==> config.mk <==
export PLATFORM = sky130hd
export DESIGN_NAME = speed_ramp_with_estop
export DESIGN_NICKNAME = d
export VERILOG_FILES = /design/src/design/sramp_pkg.sv /design/src/design/speed_ramp_with_estop.sv /design/src/design/sramp_front.sv /design/src/design/sramp_queue.sv /design/src/design/sramp_pmap.sv /design/src/design/sramp_back.sv
export SDC_FILE = /design/constraint.sdc
export NUM_CORES = 1
export LEC_CHECK = 0
export ABC_AREA = 1
export BUFFER_PORTS_ARGS = -buffer_cell sky130_fd_sc_hd__buf_2
export CAP_MARGIN = 30
export CELL_PAD_IN_SITES_DETAIL_PLACEMENT = 2
export CELL_PAD_IN_SITES_GLOBAL_PLACEMENT = 2
export CORE_UTILIZATION = 43
export DETAILED_ROUTE_END_ITERATION = 8
export GPL_TIMING_DRIVEN = 0
export PLACE_DENSITY = 0.91
export SLEW_MARGIN = 20
export SYNTH_ARGS = -nofsm -noshare
export SYNTH_HDL_FRONTEND = slang
export SYNTH_SLANG_ARGS = --single-unit
==> constraint.sdc <==
create_clock -name clk -period 16 [get_ports clk]
set_input_delay 1.6 -clock clk [delete_from_list [all_inputs] [get_ports clk]]
set_output_delay 1.6 -clock clk [all_outputs]
set_load 0.05 [all_outputs]
==> src/design/sramp_pkg.sv <==
// Shared types and constants of the speed ramp with emergency stop.
// Used by every module of the block except sramp_queue; no dependencies.
package sramp_pkg;

  localparam int SPEED_BITS_DEF = 11;
  localparam int POWER_BITS_DEF = 10;
  localparam int STEP_W         = 10;
  localparam int IVL_W          = 16;
  localparam int CFG_DATA_W     = 16;
  localparam int CFG_IDX_W      = 3;
  localparam int QUEUE_DEPTH    = 2;

  localparam logic [STEP_W-1:0] ACCEL_RST = 10'd1;
  localparam logic [STEP_W-1:0] BRAKE_RST = 10'd1;
  localparam logic [IVL_W-1:0]  IVL_RST   = 16'd100;

  typedef enum logic [1:0] {
    OP_TICK    = 2'd0,
    OP_SET     = 2'd1,
    OP_ESTOP   = 2'd2,
    OP_RELEASE = 2'd3
  } op_t;

  typedef enum logic [1:0] {
    EV_NONE = 2'd0,
    EV_STOP = 2'd1,
    EV_FWD  = 2'd2,
    EV_REV  = 2'd3
  } light_ev_t;

  typedef enum logic [CFG_IDX_W-1:0] {
    REG_ACCEL   = 3'd0,
    REG_BRAKE   = 3'd1,
    REG_IVL     = 3'd2,
    REG_MIN_PWR = 3'd3,
    REG_MAX_PWR = 3'd4
  } cfg_reg_t;

  typedef struct packed {
    logic tick;
    logic set_goal;
    logic estop;
    logic rel;
  } cmd_kind_t;

endpackage

==> src/design/speed_ramp_with_estop.sv <==
// Top level of the motor speed ramp with emergency stop.
// Instantiates sramp_front, sramp_queue, sramp_back and sramp_pmap; uses sramp_pkg.
//
//   port group  direction  handshake            payload
//   in          input      in_valid / in_stall  in_op, in_target_speed, in_max_speed
//   out         output     out_valid / out_stall  out_speed, out_drive_power,
//                                               out_light_event, out_speed_changed
//   cfg         input      cfg_we               cfg_idx, cfg_wdata
//
// An item that moves the speed to a non-zero value holds the back stage in ST_CALC until
// the power mapper, with its two-bit-per-cycle divider, is done; any other item goes
// from ST_IDLE straight to ST_OUT.
// The front register and a two-entry queue keep taking beats while the back stage works.
// rst_n is synchronous and active low; config resets to step 1/1, interval 100,
// power span 0 to full scale. A stalled result holds the back stage in place.
module speed_ramp_with_estop #(
  parameter int SPEED_BITS = sramp_pkg::SPEED_BITS_DEF,
  parameter int POWER_BITS = sramp_pkg::POWER_BITS_DEF
) (
  input  logic                             clk,
  input  logic                             rst_n,
  input  logic                             in_valid,
  output logic                             in_stall,
  input  logic [1:0]                       in_op,
  input  logic signed [SPEED_BITS-1:0]     in_target_speed,
  input  logic [SPEED_BITS-2:0]            in_max_speed,
  output logic                             out_valid,
  input  logic                             out_stall,
  output logic signed [SPEED_BITS-1:0]     out_speed,
  output logic signed [POWER_BITS:0]       out_drive_power,
  output logic [1:0]                       out_light_event,
  output logic                             out_speed_changed,
  input  logic                             cfg_we,
  input  logic [sramp_pkg::CFG_IDX_W-1:0]  cfg_idx,
  input  logic [sramp_pkg::CFG_DATA_W-1:0] cfg_wdata
);

  localparam int KW = $bits(sramp_pkg::cmd_kind_t);
  localparam int QW = KW + 2 * SPEED_BITS - 1;

  logic                         q_push;
  logic                         q_full;
  logic                         q_pop;
  logic                         q_vld;
  logic [QW-1:0]                q_din;
  logic [QW-1:0]                q_dout;
  sramp_pkg::cmd_kind_t         f_kind;
  logic signed [SPEED_BITS-1:0] f_target;
  logic [SPEED_BITS-2:0]        f_fs;
  sramp_pkg::cmd_kind_t         b_kind;
  logic signed [SPEED_BITS-1:0] b_target;
  logic [SPEED_BITS-2:0]        b_fs;
  logic                         pm_start;
  logic signed [SPEED_BITS-1:0] pm_speed;
  logic [SPEED_BITS-2:0]        pm_fs;
  logic [POWER_BITS-1:0]        pm_min;
  logic [POWER_BITS-1:0]        pm_max;
  logic                         pm_done;
  logic [POWER_BITS-1:0]        pm_level;

  sramp_front #(
    .SPEED_BITS (SPEED_BITS)
  ) u_front (
    .clk             (clk),
    .rst_n           (rst_n),
    .in_valid        (in_valid),
    .in_stall        (in_stall),
    .in_op           (in_op),
    .in_target_speed (in_target_speed),
    .in_max_speed    (in_max_speed),
    .q_full          (q_full),
    .q_push          (q_push),
    .q_kind          (f_kind),
    .q_target        (f_target),
    .q_fs            (f_fs)
  );

  assign q_din = {f_kind, f_target, f_fs};

  sramp_queue #(
    .W     (QW),
    .DEPTH (sramp_pkg::QUEUE_DEPTH)
  ) u_queue (
    .clk   (clk),
    .rst_n (rst_n),
    .push  (q_push),
    .din   (q_din),
    .full  (q_full),
    .pop   (q_pop),
    .dout  (q_dout),
    .vld   (q_vld)
  );

  assign b_kind   = sramp_pkg::cmd_kind_t'(q_dout[QW-1 -: KW]);
  assign b_target = q_dout[2*SPEED_BITS-2 -: SPEED_BITS];
  assign b_fs     = q_dout[SPEED_BITS-2:0];

  sramp_back #(
    .SPEED_BITS (SPEED_BITS),
    .POWER_BITS (POWER_BITS)
  ) u_back (
    .clk               (clk),
    .rst_n             (rst_n),
    .cfg_we            (cfg_we),
    .cfg_idx           (cfg_idx),
    .cfg_wdata         (cfg_wdata),
    .q_vld             (q_vld),
    .q_pop             (q_pop),
    .q_kind            (b_kind),
    .q_target          (b_target),
    .q_fs              (b_fs),
    .pm_start          (pm_start),
    .pm_speed          (pm_speed),
    .pm_fs             (pm_fs),
    .pm_min            (pm_min),
    .pm_max            (pm_max),
    .pm_done           (pm_done),
    .pm_level          (pm_level),
    .out_valid         (out_valid),
    .out_stall         (out_stall),
    .out_speed         (out_speed),
    .out_drive_power   (out_drive_power),
    .out_light_event   (out_light_event),
    .out_speed_changed (out_speed_changed)
  );

  sramp_pmap #(
    .SPEED_BITS (SPEED_BITS),
    .POWER_BITS (POWER_BITS)
  ) u_pmap (
    .clk     (clk),
    .rst_n   (rst_n),
    .start   (pm_start),
    .speed   (pm_speed),
    .fs      (pm_fs),
    .min_pwr (pm_min),
    .max_pwr (pm_max),
    .done    (pm_done),
    .level   (pm_level)
  );

endmodule

==> src/design/sramp_front.sv <==
// Front stage: accepts input beats, classifies the op into a command kind
// and pushes the command into the queue. Depends on sramp_pkg.
module sramp_front #(
  parameter int SPEED_BITS = sramp_pkg::SPEED_BITS_DEF
) (
  input  logic                         clk,
  input  logic                         rst_n,
  input  logic                         in_valid,
  output logic                         in_stall,
  input  logic [1:0]                   in_op,
  input  logic signed [SPEED_BITS-1:0] in_target_speed,
  input  logic [SPEED_BITS-2:0]        in_max_speed,
  input  logic                         q_full,
  output logic                         q_push,
  output sramp_pkg::cmd_kind_t         q_kind,
  output logic signed [SPEED_BITS-1:0] q_target,
  output logic [SPEED_BITS-2:0]        q_fs
);

  logic                         slot_vld_r;
  logic                         slot_vld_nxt;
  logic                         accept;
  sramp_pkg::cmd_kind_t         kind_nxt;
  sramp_pkg::cmd_kind_t         kind_r;
  logic signed [SPEED_BITS-1:0] tgt_r;
  logic [SPEED_BITS-2:0]        fs_r;

  assign in_stall     = slot_vld_r & q_full;
  assign accept       = in_valid & ~in_stall;
  assign q_push       = slot_vld_r & ~q_full;
  assign slot_vld_nxt = accept | (slot_vld_r & ~q_push);

  always_comb begin
    kind_nxt = '0;
    case (sramp_pkg::op_t'(in_op))
      sramp_pkg::OP_TICK:    kind_nxt.tick     = 1'b1;
      sramp_pkg::OP_SET:     kind_nxt.set_goal = 1'b1;
      sramp_pkg::OP_ESTOP:   kind_nxt.estop    = 1'b1;
      sramp_pkg::OP_RELEASE: kind_nxt.rel      = 1'b1;
      default:               kind_nxt          = '0;
    endcase
  end

  always_ff @(posedge clk) begin
    if (!rst_n) begin
      slot_vld_r <= 1'b0;
    end else begin
      slot_vld_r <= slot_vld_nxt;
    end
  end

  always_ff @(posedge clk) begin
    if (accept) begin
      kind_r <= kind_nxt;
      tgt_r  <= in_target_speed;
      fs_r   <= in_max_speed;
    end
  end

  assign q_kind   = kind_r;
  assign q_target = tgt_r;
  assign q_fs     = fs_r;

endmodule

==> src/design/sramp_queue.sv <==
// Short command queue between front and back stages.
// Generic over width and power-of-two depth; depends on nothing.
module sramp_queue #(
  parameter int W     = 8,
  parameter int DEPTH = 2
) (
  input  logic         clk,
  input  logic         rst_n,
  input  logic         push,
  input  logic [W-1:0] din,
  output logic         full,
  input  logic         pop,
  output logic [W-1:0] dout,
  output logic         vld
);

  localparam int AW = (DEPTH > 1) ? $clog2(DEPTH) : 1;

  logic [W-1:0]  mem [DEPTH];
  logic [AW-1:0] wr_ptr_r;
  logic [AW-1:0] rd_ptr_r;
  logic [AW:0]   cnt_r;
  logic [AW:0]   cnt_nxt;

  assign full = (cnt_r == (AW + 1)'(DEPTH));
  assign vld  = (cnt_r != '0);
  assign dout = mem[rd_ptr_r];

  always_comb begin
    cnt_nxt = cnt_r;
    if (push && !pop) begin
      cnt_nxt = cnt_r + 1'b1;
    end else if (pop && !push) begin
      cnt_nxt = cnt_r - 1'b1;
    end
  end

  always_ff @(posedge clk) begin
    if (!rst_n) begin
      wr_ptr_r <= '0;
      rd_ptr_r <= '0;
      cnt_r    <= '0;
    end else begin
      cnt_r <= cnt_nxt;
      if (push) begin
        wr_ptr_r <= wr_ptr_r + 1'b1;
      end
      if (pop) begin
        rd_ptr_r <= rd_ptr_r + 1'b1;
      end
    end
  end

  always_ff @(posedge clk) begin
    if (push) begin
      mem[wr_ptr_r] <= din;
    end
  end

  a_no_overflow: assert property (@(posedge clk) disable iff (!rst_n)
    push |-> (cnt_r < (AW + 1)'(DEPTH)))
    else $error("queue push while full");

  a_no_underflow: assert property (@(posedge clk) disable iff (!rst_n)
    pop |-> (cnt_r != '0))
    else $error("queue pop while empty");

endmodule

==> src/design/sramp_pmap.sv <==
// Power mapper: level = min + |speed| * (max - min) / full_scale, clamped.
// A multiply state, then a restoring divider retiring two bits a cycle.
// Depends on sramp_pkg for width defaults.
module sramp_pmap #(
  parameter int SPEED_BITS = sramp_pkg::SPEED_BITS_DEF,
  parameter int POWER_BITS = sramp_pkg::POWER_BITS_DEF
) (
  input  logic                         clk,
  input  logic                         rst_n,
  input  logic                         start,
  input  logic signed [SPEED_BITS-1:0] speed,
  input  logic [SPEED_BITS-2:0]        fs,
  input  logic [POWER_BITS-1:0]        min_pwr,
  input  logic [POWER_BITS-1:0]        max_pwr,
  output logic                         done,
  output logic [POWER_BITS-1:0]        level
);

  localparam int SB   = SPEED_BITS;
  localparam int PB   = POWER_BITS;
  localparam int PW   = SB + PB;
  localparam int ITER = (PW + 1) / 2;
  localparam int DW   = 2 * ITER;
  localparam int CW   = $clog2(ITER + 1);

  typedef enum logic [3:0] {
    PM_IDLE = 4'b0001,
    PM_MUL  = 4'b0010,
    PM_DIV  = 4'b0100,
    PM_FIN  = 4'b1000
  } pm_state_t;

  pm_state_t       state_r;
  pm_state_t       state_nxt;
  logic [SB-1:0]   mag_r;
  logic [PB-1:0]   dmag_r;
  logic            dneg_r;
  logic [SB-2:0]   fs_r;
  logic [PB-1:0]   min_r;
  logic [PB-1:0]   max_r;
  logic [DW-1:0]   num_r;
  logic [SB-2:0]   rem_r;
  logic [CW-1:0]   cnt_r;
  logic            done_r;
  logic [PB-1:0]   level_r;
  logic [PW-1:0]   prod;
  logic [DW-1:0]   num_step;
  logic [SB-2:0]   rem_step;
  logic [SB-1:0]   mag_in;
  logic            big;
  logic [PB-1:0]   level_sel;

  assign mag_in = speed[SB-1] ? (~speed + 1'b1) : speed;
  assign prod   = mag_r * dmag_r;

  always_comb begin
    logic [SB-2:0] r;
    logic [DW-1:0] n;
    logic [SB-1:0] r_ext;
    r     = rem_r;
    n     = num_r;
    r_ext = '0;
    for (int k = 0; k < 2; k++) begin
      r_ext = {r, n[DW-1]};
      n     = {n[DW-2:0], 1'b0};
      if (r_ext >= {1'b0, fs_r}) begin
        r_ext = r_ext - {1'b0, fs_r};
        n[0]  = 1'b1;
      end
      r = r_ext[SB-2:0];
    end
    rem_step = r;
    num_step = n;
  end

  assign big       = (fs_r == '0) || (num_r >= DW'(dmag_r));
  assign level_sel = big    ? max_r :
                     dneg_r ? (min_r - num_r[PB-1:0]) : (min_r + num_r[PB-1:0]);

  always_comb begin
    state_nxt = state_r;
    case (state_r)
      PM_IDLE: if (start) state_nxt = PM_MUL;
      PM_MUL:  state_nxt = PM_DIV;
      PM_DIV:  if (cnt_r == CW'(1)) state_nxt = PM_FIN;
      PM_FIN:  state_nxt = PM_IDLE;
      default: state_nxt = PM_IDLE;
    endcase
  end

  always_ff @(posedge clk) begin
    if (!rst_n) begin
      state_r <= PM_IDLE;
      done_r  <= 1'b0;
    end else begin
      state_r <= state_nxt;
      done_r  <= (state_r == PM_FIN);
    end
  end

  always_ff @(posedge clk) begin
    case (state_r)
      PM_IDLE: begin
        if (start) begin
          mag_r  <= mag_in;
          dneg_r <= (max_pwr < min_pwr);
          dmag_r <= (max_pwr < min_pwr) ? (min_pwr - max_pwr) : (max_pwr - min_pwr);
          fs_r   <= fs;
          min_r  <= min_pwr;
          max_r  <= max_pwr;
        end
      end
      PM_MUL: begin
        num_r <= DW'(prod);
        rem_r <= '0;
        cnt_r <= CW'(ITER);
      end
      PM_DIV: begin
        num_r <= num_step;
        rem_r <= rem_step;
        cnt_r <= cnt_r - 1'b1;
      end
      PM_FIN: begin
        level_r <= level_sel;
      end
      default: ;
    endcase
  end

  assign done  = done_r;
  assign level = level_r;

endmodule

==> src/design/sramp_back.sv <==
// Back stage: configuration registers, ramp state and the ramp rule,
// sequencing of the power mapper and the output register.
// Depends on sramp_pkg.
module sramp_back #(
  parameter int SPEED_BITS = sramp_pkg::SPEED_BITS_DEF,
  parameter int POWER_BITS = sramp_pkg::POWER_BITS_DEF
) (
  input  logic                                clk,
  input  logic                                rst_n,
  input  logic                                cfg_we,
  input  logic [sramp_pkg::CFG_IDX_W-1:0]     cfg_idx,
  input  logic [sramp_pkg::CFG_DATA_W-1:0]    cfg_wdata,
  input  logic                                q_vld,
  output logic                                q_pop,
  input  sramp_pkg::cmd_kind_t                q_kind,
  input  logic signed [SPEED_BITS-1:0]        q_target,
  input  logic [SPEED_BITS-2:0]               q_fs,
  output logic                                pm_start,
  output logic signed [SPEED_BITS-1:0]        pm_speed,
  output logic [SPEED_BITS-2:0]               pm_fs,
  output logic [POWER_BITS-1:0]               pm_min,
  output logic [POWER_BITS-1:0]               pm_max,
  input  logic                                pm_done,
  input  logic [POWER_BITS-1:0]               pm_level,
  output logic                                out_valid,
  input  logic                                out_stall,
  output logic signed [SPEED_BITS-1:0]        out_speed,
  output logic signed [POWER_BITS:0]          out_drive_power,
  output logic [1:0]                          out_light_event,
  output logic                                out_speed_changed
);

  localparam int SB = SPEED_BITS;
  localparam int PB = POWER_BITS;
  localparam int SW = sramp_pkg::STEP_W;
  localparam int IW = sramp_pkg::IVL_W;
  localparam int AW = ((SB > SW) ? SB : SW) + 2;

  typedef enum logic [2:0] {
    ST_IDLE = 3'b001,
    ST_CALC = 3'b010,
    ST_OUT  = 3'b100
  } bk_state_t;

  bk_state_t                state_r;
  bk_state_t                state_nxt;
  logic [SW-1:0]            accel_r;
  logic [SW-1:0]            brake_r;
  logic [IW-1:0]            ivl_r;
  logic [PB-1:0]            minp_r;
  logic [PB-1:0]            maxp_r;
  logic signed [SB-1:0]     cur_r;
  logic signed [SB-1:0]     goal_r;
  logic [SB-2:0]            fs_r;
  logic                     estop_r;
  logic [IW-1:0]            ms_r;
  logic                     start_r;
  logic                     res_chg_r;
  sramp_pkg::light_ev_t     res_ev_r;
  logic signed [PB:0]       res_pwr_r;
  logic                     out_vld_r;
  logic                     out_vld_nxt;
  logic signed [SB-1:0]     out_speed_r;
  logic signed [PB:0]       out_pwr_r;
  sramp_pkg::light_ev_t     out_ev_r;
  logic                     out_chg_r;

  logic [IW-1:0]            ms_n;
  logic [IW-1:0]            ms_c;
  logic signed [SB-1:0]     goal_n;
  logic [SB-2:0]            fs_n;
  logic                     estop_n;
  logic signed [AW-1:0]     cur_x;
  logic signed [AW-1:0]     goal_x;
  logic signed [AW-1:0]     mag_c;
  logic signed [AW-1:0]     mag_g;
  logic signed [AW-1:0]     st_x;
  logic signed [AW-1:0]     nx;
  logic                     grow;
  logic [SW-1:0]            st;
  logic                     chg;
  logic signed [SB-1:0]     ns;
  sramp_pkg::light_ev_t     ev;
  logic                     pm_need;
  logic                     out_load;
  logic signed [PB:0]       lvl_x;

  // config writes
  always_ff @(posedge clk) begin
    if (!rst_n) begin
      accel_r <= sramp_pkg::ACCEL_RST;
      brake_r <= sramp_pkg::BRAKE_RST;
      ivl_r   <= sramp_pkg::IVL_RST;
      minp_r  <= '0;
      maxp_r  <= '1;
    end else if (cfg_we) begin
      case (sramp_pkg::cfg_reg_t'(cfg_idx))
        sramp_pkg::REG_ACCEL:   accel_r <= cfg_wdata[SW-1:0];
        sramp_pkg::REG_BRAKE:   brake_r <= cfg_wdata[SW-1:0];
        sramp_pkg::REG_IVL:     ivl_r   <= cfg_wdata[IW-1:0];
        sramp_pkg::REG_MIN_PWR: minp_r  <= cfg_wdata[PB-1:0];
        sramp_pkg::REG_MAX_PWR: maxp_r  <= cfg_wdata[PB-1:0];
        default: ;
      endcase
    end
  end

  // ramp rule on the command at the head of the queue
  always_comb begin
    ms_n    = (q_kind.tick && (ms_r != '1)) ? (ms_r + 1'b1) : ms_r;
    goal_n  = q_kind.set_goal ? q_target : goal_r;
    fs_n    = q_kind.set_goal ? q_fs : fs_r;
    estop_n = q_kind.estop ? 1'b1 : (q_kind.rel ? 1'b0 : estop_r);

    cur_x  = AW'(cur_r);
    goal_x = AW'(goal_n);
    mag_c  = (cur_x < 0) ? -cur_x : cur_x;
    mag_g  = (goal_x < 0) ? -goal_x : goal_x;
    grow   = (mag_c < mag_g) && (((cur_x > 0) && (goal_x > 0)) ||
                                 ((cur_x < 0) && (goal_x < 0)));
    st     = grow ? accel_r : brake_r;
    st_x   = AW'($signed({1'b0, st}));
    if (cur_x < goal_x) begin
      nx = cur_x + st_x;
      if (nx > goal_x) nx = goal_x;
    end else begin
      nx = cur_x - st_x;
      if (nx < goal_x) nx = goal_x;
    end

    chg  = 1'b0;
    ms_c = ms_n;
    ns   = cur_r;
    if (estop_n) begin
      if (cur_r != 0) begin
        chg = 1'b1;
        ns  = '0;
      end
    end else if (cur_r != goal_n) begin
      if (goal_n == 0) begin
        chg = 1'b1;
        ns  = '0;
      end else if (ms_n >= ivl_r) begin
        chg  = 1'b1;
        ms_c = '0;
        ns   = nx[SB-1:0];
      end
    end

    if (!chg) begin
      ev = sramp_pkg::EV_NONE;
    end else if ((ns == 0) && (cur_r != 0)) begin
      ev = sramp_pkg::EV_STOP;
    end else if ((ns > 0) && (cur_r <= 0)) begin
      ev = sramp_pkg::EV_FWD;
    end else if ((ns < 0) && (cur_r >= 0)) begin
      ev = sramp_pkg::EV_REV;
    end else begin
      ev = sramp_pkg::EV_NONE;
    end
  end

  assign pm_need  = chg && (ns != 0);
  assign q_pop    = (state_r == ST_IDLE) && q_vld;
  assign out_load = (state_r == ST_OUT) && (!out_vld_r || !out_stall);
  assign lvl_x    = $signed({1'b0, pm_level});

  always_comb begin
    state_nxt = state_r;
    case (state_r)
      ST_IDLE: if (q_vld) state_nxt = pm_need ? ST_CALC : ST_OUT;
      ST_CALC: if (pm_done) state_nxt = ST_OUT;
      ST_OUT:  if (out_load) state_nxt = ST_IDLE;
      default: state_nxt = ST_IDLE;
    endcase
  end

  always_comb begin
    out_vld_nxt = out_vld_r;
    if (out_load) begin
      out_vld_nxt = 1'b1;
    end else if (!out_stall) begin
      out_vld_nxt = 1'b0;
    end
  end

  always_ff @(posedge clk) begin
    if (!rst_n) begin
      state_r   <= ST_IDLE;
      cur_r     <= '0;
      goal_r    <= '0;
      fs_r      <= '0;
      estop_r   <= 1'b0;
      ms_r      <= '0;
      start_r   <= 1'b0;
      out_vld_r <= 1'b0;
    end else begin
      state_r   <= state_nxt;
      start_r   <= q_pop && pm_need;
      out_vld_r <= out_vld_nxt;
      if (q_pop) begin
        cur_r   <= ns;
        goal_r  <= goal_n;
        fs_r    <= fs_n;
        estop_r <= estop_n;
        ms_r    <= ms_c;
      end
    end
  end

  always_ff @(posedge clk) begin
    if (q_pop) begin
      res_chg_r <= chg;
      res_ev_r  <= ev;
      res_pwr_r <= '0;
    end else if ((state_r == ST_CALC) && pm_done) begin
      res_pwr_r <= cur_r[SB-1] ? -lvl_x : lvl_x;
    end
    if (out_load) begin
      out_speed_r <= cur_r;
      out_pwr_r   <= res_pwr_r;
      out_ev_r    <= res_ev_r;
      out_chg_r   <= res_chg_r;
    end
  end

  assign pm_start          = start_r;
  assign pm_speed          = cur_r;
  assign pm_fs             = fs_r;
  assign pm_min            = minp_r;
  assign pm_max            = maxp_r;
  assign out_valid         = out_vld_r;
  assign out_speed         = out_speed_r;
  assign out_drive_power   = out_pwr_r;
  assign out_light_event   = out_ev_r;
  assign out_speed_changed = out_chg_r;

  a_estop_zero: assert property (@(posedge clk) disable iff (!rst_n)
    estop_r |-> (cur_r == 0))
    else $error("speed not zero under emergency stop");

  a_done_in_calc: assert property (@(posedge clk) disable iff (!rst_n)
    pm_done |-> (state_r == ST_CALC))
    else $error("power mapper finished with no item waiting");

  a_quiet_result: assert property (@(posedge clk) disable iff (!rst_n)
    ((state_r == ST_OUT) && !res_chg_r) |->
      ((res_pwr_r == 0) && (res_ev_r == sramp_pkg::EV_NONE)))
    else $error("unchanged result carries power or event");

endmodule

==> Flow_metrics.wiki <==
{| class="wikitable"
! Metric !! Value
|-
| Via count of the first global-routing pass || roughly 24000
|-
| Number of max-cap violations || 0
|-
| Synth Register Bits || ~330
|-
| Final #Nets || 3046
|-
| Post-route worst hold slack || between 0.4 and 0.5 ns
|-
| DRC Markers || 0
|-
| Top post-synthesis cells by count || nand2_1, inv_1, a21oi_1
|-
| Min-delay src || u_back.res_ev_r[1]
|-
| Sequential area share after synthesis || 0.3933
|-
| CP most frequent cell || nand2_1
|-
| Buffers from clock root to sink, at most || 3
|-
| Worst Hold Path EP || u_back.out_light_event[1]
|-
| Layout cells sized above 1 || 0.06966
|-
| Arr. time, crit path || between 10 and 15 ns
|-
| Top fanout value on the critical path || 10
|-
| Area of the core || 50380 um^2
|-
| Path class of the lowest-slack min-delay path || flop to flop
|-
| Cts bufs inserted || 39
|-
| Most frequently used cell type in the post-synthesis netlist || nand2_1
|-
| CTS tree || built
|-
| Area Overhead vs Synth || 12.34%
|-
| Combined global-route utilization of all metal layers || 0.4119
|-
| Initial cell density of the core || 0.4380
|-
| Antenna violations before repair || 2
|-
| Number of slew-limit violations in the final report || 0
|-
| Die area || ~52000 um^2
|-
| Clock-pin slew on the worst setup and hold paths || 0.07 ns
|-
| Hold bufs inserted after CTS || 0
|-
| Max stage delay on crit path || approximately 0.70 ns
|-
| Average wire length per cell after detail routing || ~32 um
|-
| Post-CTS Setup Repair Bufs || 0
|-
| Setup violations, final || 0
|-
| RSZ-0062 raised after global routing || no
|-
| Tightest slew margin relative to the limit || 0.3089
|-
| Netlist area before placement || around 22000 um^2
|-
| Final count of hold timing violations || 0
|-
| Final Core Density || 0.4921
|-
| Residual overflow from global routing || 0
|-
| Number of enable flip-flop cells after synthesis || 201
|-
| Sinks on Clock Net || about 330
|-
| Total negative slack for setup checks || 0 ns
|-
| Remaining antenna violation count || 0
|-
| Classification of the worst setup path || flop to flop
|-
| Die boundary height || 228.5 um
|-
| Biggest area contributors in the synthesized netlist || edfxtp_1, dfxtp_1, ha_1
|-
| Dominant cell type by area after synthesis || edfxtp_1
|-
| Fmax || about 0.090 GHz
|-
| Via count of the routed design || 21270
|-
| Share of the synthesized area in the top cell type || 0.2735
|-
| Buffers added on ports || 73
|-
| Placer congestion estimate || 0.8808
|-
| Most used flip-flop cell after synthesis || edfxtp_1
|-
| Kind of launch point of the worst setup path || flop
|-
| Number of cell instances on the worst register-to-register path || 48
|-
| Clock insertion delay at the later pin of the skew report || 0.60 ns
|-
| Cells after Synth || about 2600
|-
| Kind of capture point of the worst setup path || flop
|-
| Worst clock skew on the final layout || about 0.038 ns
|-
| Root Buffer || clkbuf_16
|-
| Yosys cell types || 53
|-
| DRT Wirelength || 109.8 mm
|-
| Instance count along the most critical hold path || 0
|-
| Data required time at the worst endpoint || around 16 ns
|-
| Top-level I/O count || 74
|-
| Cell at the slowest stage of the critical path || o21ai_0
|-
| Outcome || completed
|-
| Detailed Place HPWL || 70.11 mm
|-
| Final cycle utilization of the critical path || 0.6949
|-
| Slew at the pin with the worst max-slew slack || around 1 ns
|-
| Ys async rst share || 0
|-
| Wire length of the first global-routing pass || roughly 160 mm
|-
| Reg-to-reg critical path endpoint || u_back.pm_start
|-
| Drt via density || around 6.2
|-
| Flop-to-flop setup slack || approximately 4.9 ns
|-
| Post-cts resize count || 0
|-
| Count of synthesis-stage warnings from yosys || 0
|-
| Horizontal die dimension || between 200 and 250 um
|-
| Maximum level of the CTS H-tree || 2
|-
| Fin crit period || between 10 and 15 ns
|-
| Placement Rows || 82
|-
| Final-layout fill cell count || ~5500
|-
| 1st-pass router iterations || 5
|-
| Maximum number of pins on one net before global-route repair || 30
|-
| Number of design-rule violations left by the first detailed-router iteration || 1624
|-
| Synth Area per Inst || 8.533 um^2
|}
## per-stage QoR
step	cell area, um^2	cells	setup slack [ns]
after floorplan	22070	2588	9.074
after global placement	23280	3333	6.475
after detailed placement	23450	3339	5.848
after CTS	24760	3411	4.830
after global routing	24790	3416	4.560
final	24790	3417	4.882
## cells by family (layout without fill, tap and decap cells)
logic type,after synthesis,count (layout),synth area share
AO/OA/AOI/OAI,490,490,0.1227
XOR/XNOR,105,105,0.04168
adder cells (fa/ha/maj),288,288,0.1895
buffers and inverters,487,641,0.08426
flip-flops,333,333,0.3933
multiplexers,6,6,0.002778
other,2,7,0.0003403
AND/OR/NAND/NOR,875,875,0.1655
## routing by layer
metal | part of all wire | global-route usage
met1 | 0.37 | 0.4518
met2 | 0.49 | 0.7167
met3 | 0.058 | 0.06886
met4 | 0.084 | 0.3054
met5 | 0 | 0
## critical path: cells and delay by family, from the launching register on
| kind | cells | cell delay [ns] |
|---|---|---|
| AOI/OAI and AO/OA | 13 | 3.93 |
| xor gates and xnor gates | 1 | 0.30 |
| adders and majority gates | 4 | 1.32 |
| buffers and inverters | 6 | 1.41 |
| DFF | 1 | 0.58 |
| and+or+nand+nor | 24 | 3.44 |
## worst max-delay path by stage
stage / endpoint / slack (ns)
3_5_place_dp: u_back.pm_start / 5.85
5_1_grt: u_back.res_ev_r[0] / 4.56
6_report: u_back.pm_start / 4.88
3_3_place_gp: u_back.pm_start / 6.47
2_1_floorplan: u_back.res_ev_r[1] / 9.07
4_1_cts: u_back.res_ev_r[0] / 4.83
## sequential cells by signal (all words and copies together), names as in the netlist, 11 cells and up, named ones only
name / flops
u_back.ms_r: 16
u_back.ivl_r: 16
u_back.goal_r: 11
u_back.pm_speed: 11
u_queue.mem: 50
u_back.res_pwr_r: 11
u_back.out_speed: 11
u_front.q_target: 11
u_pmap.num_r: 22
u_back.out_drive_power: 11
u_pmap.mag_r: 11
## layout make-up
cell class,count,area (um^2),area share
Multi-Input combinational cell,1768,11580,0.4670
Sequential cell,333,8678,0.3501
Inverter,401,1505,0.06072
Clock buffer,54,1072,0.04325
Tap cell,672,840.8,0.03392
Timing Repair Buffer,82,521.8,0.02105
Buffer,86,354.1,0.01428
Clock inverter,18,232.7,0.009388
Antenna cell,3,7.507,0.0003028
## cell usage in the layout (no fill, tap or decap), drive strengths merged, types with 5 or more instances in the layout
cell / Yosys / final
xor2: 72 / 72
edfxtp: 201 / 201
clkbuf: 69 / 124
nor4: 7 / 7
buf: 17 / 98
nand2: 536 / 536
fa: 77 / 77
clkinv: 4 / 11
o21ai: 180 / 180
a31oi: 18 / 18
nor2: 158 / 158
xnor2: 33 / 33
a211oi: 9 / 9
a21oi: 215 / 215
nor3: 31 / 31
a21o: 8 / 8
o31ai: 9 / 9
o21bai: 13 / 13
ha: 211 / 211
o211ai: 21 / 21
inv: 397 / 401
mux2i: 5 / 5
nand4: 21 / 21
or2: 5 / 5
nand3: 112 / 112
dfxtp: 132 / 132
Power is not shown: default switching activity piles up to over one toggle a cycle in this logic, so the estimate is an artifact.
